--- src/rtl/int8_requantize_activation_assert.svh ---
// Assertion macros shared by the modules of the requantiser.
`ifndef INT8_REQUANTIZE_ACTIVATION_ASSERT_SVH
`define INT8_REQUANTIZE_ACTIVATION_ASSERT_SVH
`ifndef NO_ASSERTIONS
`define IRQA_ASSERT_IMPLY(label, clk, rst, ante, cons) \
  label: assert property (@(posedge clk) disable iff (rst) (ante) |-> (cons)) \
    else $error("irqa: assertion failed");
`define IRQA_ASSERT_NEXT(label, clk, rst, ante, cons) \
  label: assert property (@(posedge clk) disable iff (rst) (ante) |=> (cons)) \
    else $error("irqa: assertion failed");
`else
`define IRQA_ASSERT_IMPLY(label, clk, rst, ante, cons)
`define IRQA_ASSERT_NEXT(label, clk, rst, ante, cons)
`endif
`endif

--- src/rtl/irqa_pkg.sv ---
`default_nettype none
package irqa_pkg;

  localparam int CHANNELS    = 256;
  localparam int MULT_BITS   = 32;
  localparam int IDX_W       = (CHANNELS > 1) ? $clog2(CHANNELS) : 1;
  localparam int QUEUE_DEPTH = 4;
  localparam int QPTR_W      = $clog2(QUEUE_DEPTH);
  localparam int QLVL_W      = $clog2(QUEUE_DEPTH + 1);
  localparam int CFG_IDX_W   = 3;
  localparam int CFG_DATA_W  = 24;
  localparam int WIDE_W      = 89;
  localparam int SHIFT_W     = 7;

  localparam logic [1:0] KIND_SAMPLE = 2'd0;
  localparam logic [1:0] KIND_MULT   = 2'd1;
  localparam logic [1:0] KIND_BIAS   = 2'd2;

  localparam logic [1:0] ACT_NONE  = 2'd0;
  localparam logic [1:0] ACT_RELU  = 2'd1;
  localparam logic [1:0] ACT_LEAKY = 2'd2;

  localparam logic [CFG_IDX_W-1:0] CFG_ACT_MODE          = 3'd0;
  localparam logic [CFG_IDX_W-1:0] CFG_LEAK_SLOPE        = 3'd1;
  localparam logic [CFG_IDX_W-1:0] CFG_RESULT_SHIFT      = 3'd2;
  localparam logic [CFG_IDX_W-1:0] CFG_BIAS_ENABLE       = 3'd3;
  localparam logic [CFG_IDX_W-1:0] CFG_SCALE_PER_CHANNEL = 3'd4;
  localparam logic [CFG_IDX_W-1:0] CFG_BIAS_PER_CHANNEL  = 3'd5;

  typedef struct packed {
    logic        [1:0]  kind;
    logic        [7:0]  channel;
    logic signed [31:0] accumulator;
    logic signed [47:0] table_word;
  } sample_t;

  typedef struct packed {
    logic signed [7:0] quantized;
    logic        [7:0] out_channel;
  } result_t;

  typedef struct packed {
    logic [1:0]  act_mode;
    logic [23:0] leak_slope;
    logic [5:0]  result_shift;
    logic        bias_enable;
    logic        scale_per_channel;
    logic        bias_per_channel;
  } cfg_t;

  typedef struct packed {
    logic        [7:0]           channel;
    logic signed [31:0]          accumulator;
    logic signed [MULT_BITS-1:0] mult;
    logic signed [47:0]          bias;
  } job_t;

  typedef struct packed {
    logic full;
    logic almost_full;
  } queue_status_t;

endpackage
`default_nettype wire

--- src/rtl/irqa_queue.sv ---
`default_nettype none
`include "int8_requantize_activation_assert.svh"
module irqa_queue (
  input  wire logic                   clk,
  input  wire logic                   rst,
  input  wire logic                   push,
  input  wire irqa_pkg::job_t         push_job,
  output irqa_pkg::queue_status_t     status,
  input  wire logic                   pop,
  output logic                        head_valid,
  output irqa_pkg::job_t              head_job
);

  irqa_pkg::job_t                   entries [irqa_pkg::QUEUE_DEPTH];
  logic [irqa_pkg::QPTR_W-1:0]      wr_ptr;
  logic [irqa_pkg::QPTR_W-1:0]      rd_ptr;
  logic [irqa_pkg::QLVL_W-1:0]      level;

  always_ff @(posedge clk) begin
    if (push) begin
      entries[wr_ptr] <= push_job;
    end
    if (rst) begin
      wr_ptr <= '0;
      rd_ptr <= '0;
      level  <= '0;
    end else begin
      if (push) begin
        wr_ptr <= wr_ptr + irqa_pkg::QPTR_W'(1);
      end
      if (pop) begin
        rd_ptr <= rd_ptr + irqa_pkg::QPTR_W'(1);
      end
      case ({push, pop})
        2'b10:   level <= level + irqa_pkg::QLVL_W'(1);
        2'b01:   level <= level - irqa_pkg::QLVL_W'(1);
        default: level <= level;
      endcase
    end
  end

  always_comb begin
    head_valid         = (level != '0);
    head_job           = entries[rd_ptr];
    status.full        = (level == irqa_pkg::QLVL_W'(irqa_pkg::QUEUE_DEPTH));
    status.almost_full = (level >= irqa_pkg::QLVL_W'(irqa_pkg::QUEUE_DEPTH - 1));
  end

  `IRQA_ASSERT_IMPLY(a_no_overflow, clk, rst, push,
                     level < irqa_pkg::QLVL_W'(irqa_pkg::QUEUE_DEPTH))
  `IRQA_ASSERT_IMPLY(a_no_underflow, clk, rst, pop, level != '0)

endmodule
`default_nettype wire

--- config.mk ---
export PLATFORM = sky130hd
export DESIGN_NAME = irqa_queue
export DESIGN_NICKNAME = d
export VERILOG_FILES = /design/src/rtl/irqa_pkg.sv /design/src/rtl/irqa_queue.sv
export VERILOG_INCLUDE_DIRS = /design/src /design/src/rtl
export SDC_FILE = /design/constraint.sdc
export NUM_CORES = 1
export LEC_CHECK = 0
export ABC_AREA = 0
export BUFFER_PORTS_ARGS = -buffer_cell sky130_fd_sc_hd__buf_2
export CAP_MARGIN = 10
export CELL_PAD_IN_SITES_DETAIL_PLACEMENT = 1
export CELL_PAD_IN_SITES_GLOBAL_PLACEMENT = 2
export CORE_AREA = 10 10 210 212
export CTS_CLUSTER_SIZE = 12
export DETAILED_ROUTE_END_ITERATION = 8
export DIE_AREA = 0 0 220 222
export GPL_TIMING_DRIVEN = 0
export PLACE_DENSITY = 0.76
export RECOVER_POWER = 50
export SLEW_MARGIN = 20
export SYNTH_ARGS = -nofsm -noshare
export SYNTH_HDL_FRONTEND = slang
export SYNTH_SLANG_ARGS = --single-unit
export TNS_END_PERCENT = 50
--- constraint.sdc ---
create_clock -name clk -period 5.2 [get_ports clk]
set_input_delay 1.04 -clock clk [delete_from_list [all_inputs] [get_ports clk]]
set_output_delay 1.04 -clock clk [all_outputs]
set_load 0.01 [all_outputs]
==> results_dict.tcl, run 1 <==
set metrics [dict create \
    hold_violations 0 \
    fillers 3473 \
    ys_types 21 \
    violations "capacitance limit, slew limit" \
    fin_worst_skew_ns 0.01283 \
    hp-class "reg2reg" \
    report.final.slew_viol_count 89 \
    crit_required_ns 5.45 \
    fp.coreArea_um2 39640 \
    wl_per_cell_um 24.94 \
    path_max_fanout 35 \
    dieArea_um2 48840 \
    cp.arrival_ns 4.39 \
    num_rows 73 \
    netlist_area_um2 17750 \
    hpwl_um 24860 \
    rrSetupSlack_ns 1.34 \
    die_w_um 220 \
    crit_buf_inv 3 \
    yosysSeqAreaShare_pct 82.22 \
    top_layer "met5" \
    final_cells 1540 \
    irDropWorstVdd_uv 310.3 \
    synth_cells 674 \
    fin_crit_ns 4.136 \
    numCtsBuffers 50 \
    vias 8161 \
    ys_warn_count 0 \
    min_period_over_period_pct 79.55 \
    avgViaCountPerCell 5.299 \
    p_leak_nw 6.882 \
    synth.net_count 804 \
    fp.dieH_um 222 \
    port-buffer-count 245 \
    io-pin-count 247 \
    finalSetupViolCount 0 \
    rsz0062_at_grt "no" \
    clkSlewWorstSetupHoldPaths_ns 0.06 \
    grt_overflow 0 \
    dr.pass1.iters 5 \
    fmax_ghz 0.2418 \
    cts_buffer_depth 3 \
    grt_pass1_wl_um 57780 \
    critPathMostFrequentCell "clkbuf_1" \
    startpoint_type "primary input" \
    nNetsFinal 1111 \
    tightestPinTransition_ns 2.940 \
    grt_antenna_before_repair 4 \
    cts_num_sinks 489 \
    drt-met1-wl_um 15920 \
    crit_family "buffers and inverters" \
    gpl.final_weighted_congestion 0.6583 \
    seqPwrFrac_pct 51.8 \
    worst_path_max_delay_cell "clkbuf_1" \
    drc_errors 0 \
    synth_area_per_cell_um2 26.34 \
    h-tree-depth 2 \
    cts_tree "done" \
    grt_pass1_vias 8861 \
    p_total_mw 8.829 \
    pwr-share-comb_pct 9.9 \
    synthToLayoutAreaGrowth_pct 19.79 \
    critical_path_class "in2reg" \
    grt_max_degree 45 \
    grt_use_total_pct 15.81 \
    placed_cells 1454 \
    ant_nets 0 \
    status "finished, violations left" \
    cts_root_buf "clkbuf_16" \
    internal_power_mw 6.902 \
    power_density_nw_per_um2 415.2 \
    p_sw_mw 1.927 \
    cap_violations 3 \
    max_stage_delay_ns 1.77 \
    clk_latency_ns 0.59 \
    initial_core_util_pct 44.78 \
    drt_wl_total_um 38410 \
    pwr-share-clk_pct 38.3 \
    path_cells "clkbuf_1, and2_0, clkbuf_1, buf_16" \
    drive_above_1_share_pct 33.27 \
    relSlewSlack_pct -96.10 \
    cts_setup_buffers 0 \
    met3_length_um 2704 \
    ys_ff_latch 489 \
    holdBufCountCts 0 \
    swShare_pct 21.83 \
    drtIter0Drc 530 \
    cts_resized 0 \
    routed-wl-met2_um 19030 \
    crit_path_end_kind "flop" \
]
==> layout make-up <==
class	instances	area, µm²	area share, %
well taps	525	656.9	3.089
inverters	6	22.52	0.1059
clock buffers	73	1431	6.731
flip-flops and latches	489	14590	68.63
repair buffers	255	1318	6.196
clock inverters	11	100.1	0.4707
multi-input cells	152	2942	13.83
plain buffers	27	195.2	0.9179
diodes	2	5.005	0.02354
==> flip-flops by register name (all words and copies together), names as in the netlist, named ones only <==
signal / cells
wr_ptr: 2
level: 3
entries: 480
rd_ptr: 2
==> stage by stage <==
| step | util [%] | area [µm²] | worst slack [ns] | hold WS [ns] | TNS (ns) |
|---|---|---|---|---|---|
| 2_1_floorplan | - | 17750 | 0.9127 | 0.4750 | 0 |
| 3_3_place_gp | 49.53 | 19630 | -1.719 | 0.5043 | -809.39 |
| 3_5_place_dp | 50.23 | 19910 | 2.031 | 0.5104 | 0 |
| 4_1_cts | 54.09 | 21440 | 1.370 | 0.5420 | 0 |
| 5_1_grt | 53.64 | 21260 | 0.6798 | 0.5905 | 0 |
| 6_report | 53.64 | 21260 | 1.064 | 0.5376 | 0 |
==> worst paths after layout <==
kind	depth (start not counted)	startpoint	end
worst max-delay path	4	push	entries[1][104]
worst min-delay path	2	rd_ptr[0]	rd_ptr[0]
worst max register to register	4	wr_ptr[0]	entries[1][104]
worst min register to register	2	rd_ptr[0]	rd_ptr[0]
==> tightest hold or removal path, delay by kind of cell (launching register included) <==
family	cells	cell delay (ns)
xor gates and xnor gates	1	0.09
DFF	1	0.34
and+or+nand+nor	1	0.08
==> cells by family after synthesis <==
| logic type | synth area share [%] |
|---|---|
| AO/OA/AOI/OAI | 0.1269 |
| AND/OR/NAND/NOR | 0.4370 |
| buffers and inverters | 1.226 |
| XOR/XNOR | 0.2467 |
| flip-flops | 82.22 |
| multiplexers | 15.28 |
| adder cells (fa/ha/maj) | 0.4652 |
==> power by group through the flow <==
stage / sequential [mW] / clock [mW] / combinational (mW)
2_1_floorplan: 4.66 / 0 / 0.495
3_3_place_gp: 4.68 / 0 / 0.868
3_5_place_dp: 4.65 / 0 / 0.917
4_1_cts: 4.57 / 3.49 / 0.920
5_1_grt: 4.59 / 3.65 / 0.951
6_report: 4.57 / 3.39 / 0.872
==> cells in the final DEF, fill, tap and decap left out, drive strengths merged, types with 3 or more instances in the layout <==
cell / count
clkinv: 8
and2: 4
xor2: 3
edfxtp: 480
mux4: 120
ha: 5
buf: 155
inv: 6
clkbuf: 200
dfxtp: 9
nor2: 8
==> synthesized netlist by cell type <==
master      n  area [µm²]
xor2_1      3       26.28
mux4_2    120        2703
buf_6      10       112.6
buf_2      12       60.06
nand2_1     1       3.750
fa_1        1       20.02
dfxtp_1     9       180.2
and2_1      4       25.02
buf_4       1       7.510
and3_1      1       6.260
clkbuf_1    4       15.01
mux2i_1     1       10.01
o21ai_0     1       5.000
a21oi_1     2       10.01
ha_1        5       62.56
nor2_1      8       30.03
a21o_1      1       7.510
xnor2_1     2       17.52
inv_1       6       22.52
or3_1       2       12.51
edfxtp_1  480       14410
==> metal layers <==
| layer | up-vias | GRT usage [%] |
|---|---|---|
| met5 | - | 0 |
| met4 | 4 | 3.897 |
| met3 | 66 | 4.802 |
| met2 | 245 | 25.35 |
| met1 | 4327 | 20.70 |
| li1 | 3519 | - |
Note: power is estimated with default switching activity, not from simulation.
==> run 2: changes to the inputs <==
--- a/config.mk
+++ b/config.mk
@@ -11,12 +11,12 @@
 export CAP_MARGIN = 10
 export CELL_PAD_IN_SITES_DETAIL_PLACEMENT = 1
 export CELL_PAD_IN_SITES_GLOBAL_PLACEMENT = 2
-export CORE_AREA = 10 10 210 212
+export CORE_AREA = 10 10 220 222
 export CTS_CLUSTER_SIZE = 12
 export DETAILED_ROUTE_END_ITERATION = 8
-export DIE_AREA = 0 0 220 222
+export DIE_AREA = 0 0 230 232
 export GPL_TIMING_DRIVEN = 0
-export PLACE_DENSITY = 0.76
+export PLACE_DENSITY = 0.73
 export RECOVER_POWER = 50
 export SLEW_MARGIN = 20
 export SYNTH_ARGS = -nofsm -noshare
==> constraint.sdc (replaced) <==
create_clock -name clk -period 3.6 [get_ports clk]
set_input_delay 0.72 -clock clk [delete_from_list [all_inputs] [get_ports clk]]
set_output_delay 0.72 -clock clk [all_outputs]
set_load 0.01 [all_outputs]
==> run 2 against run 1 <==
The flow now finishes without violations. Combinational power grew 43%. Critical path depth is the same. Global-route usage shrank 1.6 points. Critical path type is now reg2out. Highest routed layer unchanged.
==> results_dict.tcl, run 2 (synthesis results as in run 1) <==
set metrics [dict create \
    startpoint_type "flop" \
    grt_pass1_wl_um 57010 \
    initial_core_util_pct 40.40 \
    clkSlewWorstSetupHoldPaths_ns 0.06 \
    grt_overflow 0 \
    worst_path_max_delay_cell "clkbuf_1" \
    fin_worst_skew_ns 0.008035 \
    ant_nets 0 \
    grt_max_degree 46 \
    h-tree-depth 2 \
    fp.coreArea_um2 43930 \
    crit_path_end_kind "output port" \
    critPathMostFrequentCell "buf_2" \
    drive_above_1_share_pct 33.43 \
    largest_reg_flops 480 \
    cts_buffer_depth 3 \
    drtIter0Drc 538 \
    io-pin-count 247 \
    cp.arrival_ns 2.61 \
    irDropWorstVdd_uv 376.6 \
    rsz0062_at_grt "no" \
    status "completed" \
    max_stage_delay_ns 0.68 \
    avgViaCountPerCell 5.009 \
    die_w_um 230 \
    tightestPinTransition_ns 1.383 \
    numCtsBuffers 51 \
    gpl.final_weighted_congestion 0.6751 \
    min_period_over_period_pct 92.50 \
    drt_wl_total_um 38850 \
    clk_latency_ns 0.58 \
    largestRegisters "entries: 480 flops, level: 3 flops" \
    dieArea_um2 53360 \
    nNetsFinal 1111 \
    wl_per_cell_um 24.14 \
    layout_common_cells "edfxtp_1, clkbuf_1, buf_2" \
    relSlewSlack_pct 7.784 \
    finalSetupViolCount 0 \
    fmax_ghz 0.3003 \
    path_max_fanout 10 \
    fin_hold_ws_ns 0.3893 \
    vias 8060 \
    cap_violations 0 \
    hpwl_um 25100 \
    path_cells "clkbuf_1, buf_2, mux4_2, buf_2" \
    dr.pass1.iters 4 \
    p_leak_nw 6.885 \
    fillers 4043 \
    cts_tree "done" \
    grt_antenna_before_repair 4 \
    cts_setup_buffers 0 \
    num_rows 77 \
    hp-class "in2reg" \
    hold_violations 0 \
    crit_required_ns 2.88 \
    grt_use_total_pct 14.24 \
    cts_root_buf "clkbuf_16" \
    critical_path_class "reg2out" \
    holdBufCountCts 0 \
    power_density_nw_per_um2 601.8 \
    synthToLayoutAreaGrowth_pct 20.21 \
    grt_pass1_vias 8993 \
    final_common_cell "edfxtp_1" \
    cts_resized 0 \
    report.final.slew_viol_count 0 \
    post-route-util_pct 48.57 \
    fp.dieH_um 232 \
    port-buffer-count 245 \
    fin_crit_ns 3.330 \
    regMostFlops "entries" \
    drc_errors 0 \
    cts_num_sinks 489 \
]
run 2: per-stage QoR:
step                      cells  area, µm²  TNS [ns]  total power, mW  worst slack, ns
after floorplan             674      17750    -88.15            7.434          -0.3673
after global placement     1511      19720   -837.62            8.000           -2.992
after detailed placement   1520      19970         0            8.047           0.7583
after CTS                  1606      21530         0            13.07           0.1183
after global routing       1606      21330         0            13.33          0.09499
final                      1609      21340         0            12.84           0.2700
run 2: worst max-delay path, delay by kind of cell (launching register included):
kind                   cells  cell delay, ns
buffers and inverters      3            1.30
DFF                        1            0.34
muxes                      1            0.39
run 2: final timing paths:
| check | start | end | slack (ns) | cells after the start |
|---|---|---|---|---|
| max reg2reg | wr_ptr[0] | entries[1][50] | 0.69 | 4 |
| min reg2reg | level[2] | level[2] | 0.52 | 2 |
| max | flop | head_job[27] | 0.27 | 4 |
| min | push_job[110] | entries[0][110] | 0.39 | 1 |
run 2: cell type report:
class / instances / area, µm² / share of cell area [%]
flip-flops and latches: 489 / 14590 / 68.39
plain buffers: 27 / 195.2 / 0.9147
diodes: 3 / 7.507 / 0.03518
clock inverters: 17 / 175.2 / 0.8209
inverters: 6 / 22.52 / 0.1055
multi-input cells: 152 / 2947 / 13.81
repair buffers: 254 / 1270 / 5.952
well taps: 592 / 740.7 / 3.471
clock buffers: 69 / 1386 / 6.497
run 2: layer usage:
layer  global-route usage, %  routed length [µm]  vias up
met5                       0                  34        -
met1                   16.47               14930     4266
li1                        -                   -     3518
met3                   4.874                3004       56
met4                   4.625                 809        6
met2                   24.51               20070      214
run 2: report_power, final:
part | internal, mW | switching [mW]
logic | 0.546 | 0.700
clock network | 2.95 | 2.04
registers | 6.54 | 0.0600
==> run 3: changes to the inputs <==
--- a/config.mk
+++ b/config.mk
@@ -11,12 +11,12 @@
 export CAP_MARGIN = 10
 export CELL_PAD_IN_SITES_DETAIL_PLACEMENT = 1
 export CELL_PAD_IN_SITES_GLOBAL_PLACEMENT = 2
-export CORE_AREA = 10 10 220 222
+export CORE_AREA = 10 10 204 206
 export CTS_CLUSTER_SIZE = 12
 export DETAILED_ROUTE_END_ITERATION = 8
-export DIE_AREA = 0 0 230 232
+export DIE_AREA = 0 0 214 216
 export GPL_TIMING_DRIVEN = 0
-export PLACE_DENSITY = 0.73
+export PLACE_DENSITY = 0.8
 export RECOVER_POWER = 50
 export SLEW_MARGIN = 20
 export SYNTH_ARGS = -nofsm -noshare
==> constraint.sdc (replaced) <==
create_clock -name clk -period 4.08 [get_ports clk]
set_input_delay 0.816 -clock clk [delete_from_list [all_inputs] [get_ports clk]]
set_output_delay 0.816 -clock clk [all_outputs]
set_load 0.01 [all_outputs]
==> run 3 against run 2 <==
Die area is 13% lower. Critical path type unchanged. Combinational power fell by 11%. The flow now finishes with violations (capacitance limit, slew limit). Routed wire length decreased by 1.6%. Power is 13% lower. Clock skew is 0.0022 ns higher. Cell area down 0.55%. Non-clock buffer count increased by 1. Hold slack better by 0.11 ns. Core utilization is 8.2 points higher. Sequential cell count did not move. Critical endpoint is now head_job[1]. First-iteration DRC count down 22%.
==> results_dict.tcl, run 3 (synthesis results as in run 1) <==
set metrics [dict create \
    status "finished, violations left" \
    violations "capacitance limit, slew limit" \
    grt_overflow 0 \
    post-route-util_pct 56.74 \
    grt-busiest-layer "met2" \
    timing.rr.end "entries[2][2]" \
    die_w_um 214 \
    fp.coreArea_um2 37400 \
    drive_above_1_share_pct 33.10 \
    dr.pass1.iters 4 \
    regMostFlops "entries" \
    vias 8101 \
    clk_latency_ns 0.57 \
    cts_root_buf "clkbuf_16" \
    fp.dieH_um 216 \
    fillers 3231 \
    multi_input_area_um2 2942 \
    min_period_over_period_pct 83.74 \
    dieArea_um2 46220 \
    cts_setup_buffers 0 \
    grt_pass1_vias 9069 \
    grt_use_met3_pct 5.804 \
    grt_pass1_wl_um 58740 \
    fmax_ghz 0.2927 \
    port-buffer-count 245 \
    tightestPinTransition_ns 2.489 \
    holdBufCountCts 0 \
    setup-tns-final_ns 0 \
    synthToLayoutAreaGrowth_pct 19.55 \
    layout_common_cells "edfxtp_1, clkbuf_1, buf_2" \
    crit_path_end_kind "output port" \
    path_max_fanout 11 \
    num_rows 71 \
    rsz0062_at_grt "no" \
    crit_required_ns 3.26 \
    r2r-start "wr_ptr[0]" \
    cts_tree "done" \
    finalSetupViolCount 0 \
    largest_reg_flops 480 \
    fin_crit_ns 3.417 \
    gpl.final_weighted_congestion 0.6947 \
    startpoint_type "flop" \
    largestRegisters "entries: 480 flops, level: 3 flops" \
    drt_wl_total_um 38220 \
    report.final.slew_viol_count 93 \
    cts_buffer_depth 3 \
    drc_errors 0 \
    hpwl_um 25130 \
    crit_end "head_job[1]" \
    initial_core_util_pct 47.46 \
    relSlewSlack_pct -66.03 \
    cp.arrival_ns 2.60 \
    ant_nets 0 \
    fin_worst_skew_ns 0.01022 \
    io-pin-count 247 \
    seqCellArea_um2 14590 \
    hold_violations 0 \
    rrSetupSlack_ns 0.81 \
    final_cells 1524 \
    nNetsFinal 1111 \
    placed_cells 1440 \
    reg2reg_depth 5 \
    clkSlewWorstSetupHoldPaths_ns 0.06 \
    cts_num_sinks 489 \
    p_total_mw 11.18 \
    numCtsBuffers 50 \
    cts_resized 0 \
    h-tree-depth 2 \
    irDropWorstVdd_uv 366.9 \
    cap_violations 3 \
    wl_per_cell_um 25.08 \
    critical_path_class "reg2out" \
    p_leak_nw 6.872 \
    grt.met2_usage_pct 26.89 \
    avgViaCountPerCell 5.316 \
    grt_use_total_pct 16.72 \
    grt_max_degree 47 \
    grt_antenna_before_repair 4 \
    drtIter0Drc 417 \
    power_density_nw_per_um2 526.9 \
    met1_usage_pct 21.61 \
    hp-class "in2reg" \
    final_common_cell "edfxtp_1" \
]
==> run 3: cell types whose count changed in the layout (fill, tap and decap cells not counted), sizes merged <==
cell      before  now
diode          3    1
clkinvlp       1    0
clkinv        12   11
buf          154  157
clkbuf       196  195
bufinv         4    2
==> run 3: layout make-up <==
cell class | count | area share (%)
flip-flops and latches | 489 | 68.77
repair buffers | 255 | 6.256
clock inverters | 13 | 0.5071
diodes | 1 | 0.01179
well taps | 511 | 3.013
plain buffers | 27 | 0.9198
inverters | 6 | 0.1061
clock buffers | 70 | 6.551
multi-input cells | 152 | 13.86
==> run 3: power breakdown <==
group	internal, mW	total [mW]	switching (mW)
clock	2.47	4.24	1.76
combinational	0.492	1.11	0.621
sequential	5.77	5.83	0.0552
total	8.74	11.2	2.44
==> run 3: through the flow <==
stage / instance area (µm²) / hold WS, ns / setup slack (ns)
floorplan: 17750 / 0.4750 / 0.01671
global placement: 19620 / 0.5073 / -2.521
detailed placement: 19880 / 0.5279 / 1.158
CTS: 21380 / 0.4155 / 0.5287
global route: 21220 / 0.4863 / 0.4166
finish: 21220 / 0.4997 / 0.6633
==> run 3: how the worst min path moves through the flow <==
stage,from,end,slack [ns],cells past startpoint
final,push_job[34],entries[0][34],0.50,1
after global routing,push_job[37],entries[0][37],0.49,1
after CTS,push_job[99],entries[1][99],0.42,1
after detailed placement,rd_ptr[0],rd_ptr[0],0.53,2
after global placement,level[2],level[2],0.51,2
after floorplan,level[2],level[2],0.47,2
==> run 3: metal layers <==
layer / vias up / share of wire [%]
met5: - / 0.16
met4: 8 / 1.7
met3: 64 / 7.8
met2: 245 / 49
met1: 4266 / 41
li1: 3518 / -
==> run 3: worst max-delay path, stage by stage (launching register included) <==
cell and delay (ns):
dfxtp_1 0.35, clkbuf_1 0.68, buf_2 0.45, mux4_2 0.35
buf_2 0.19
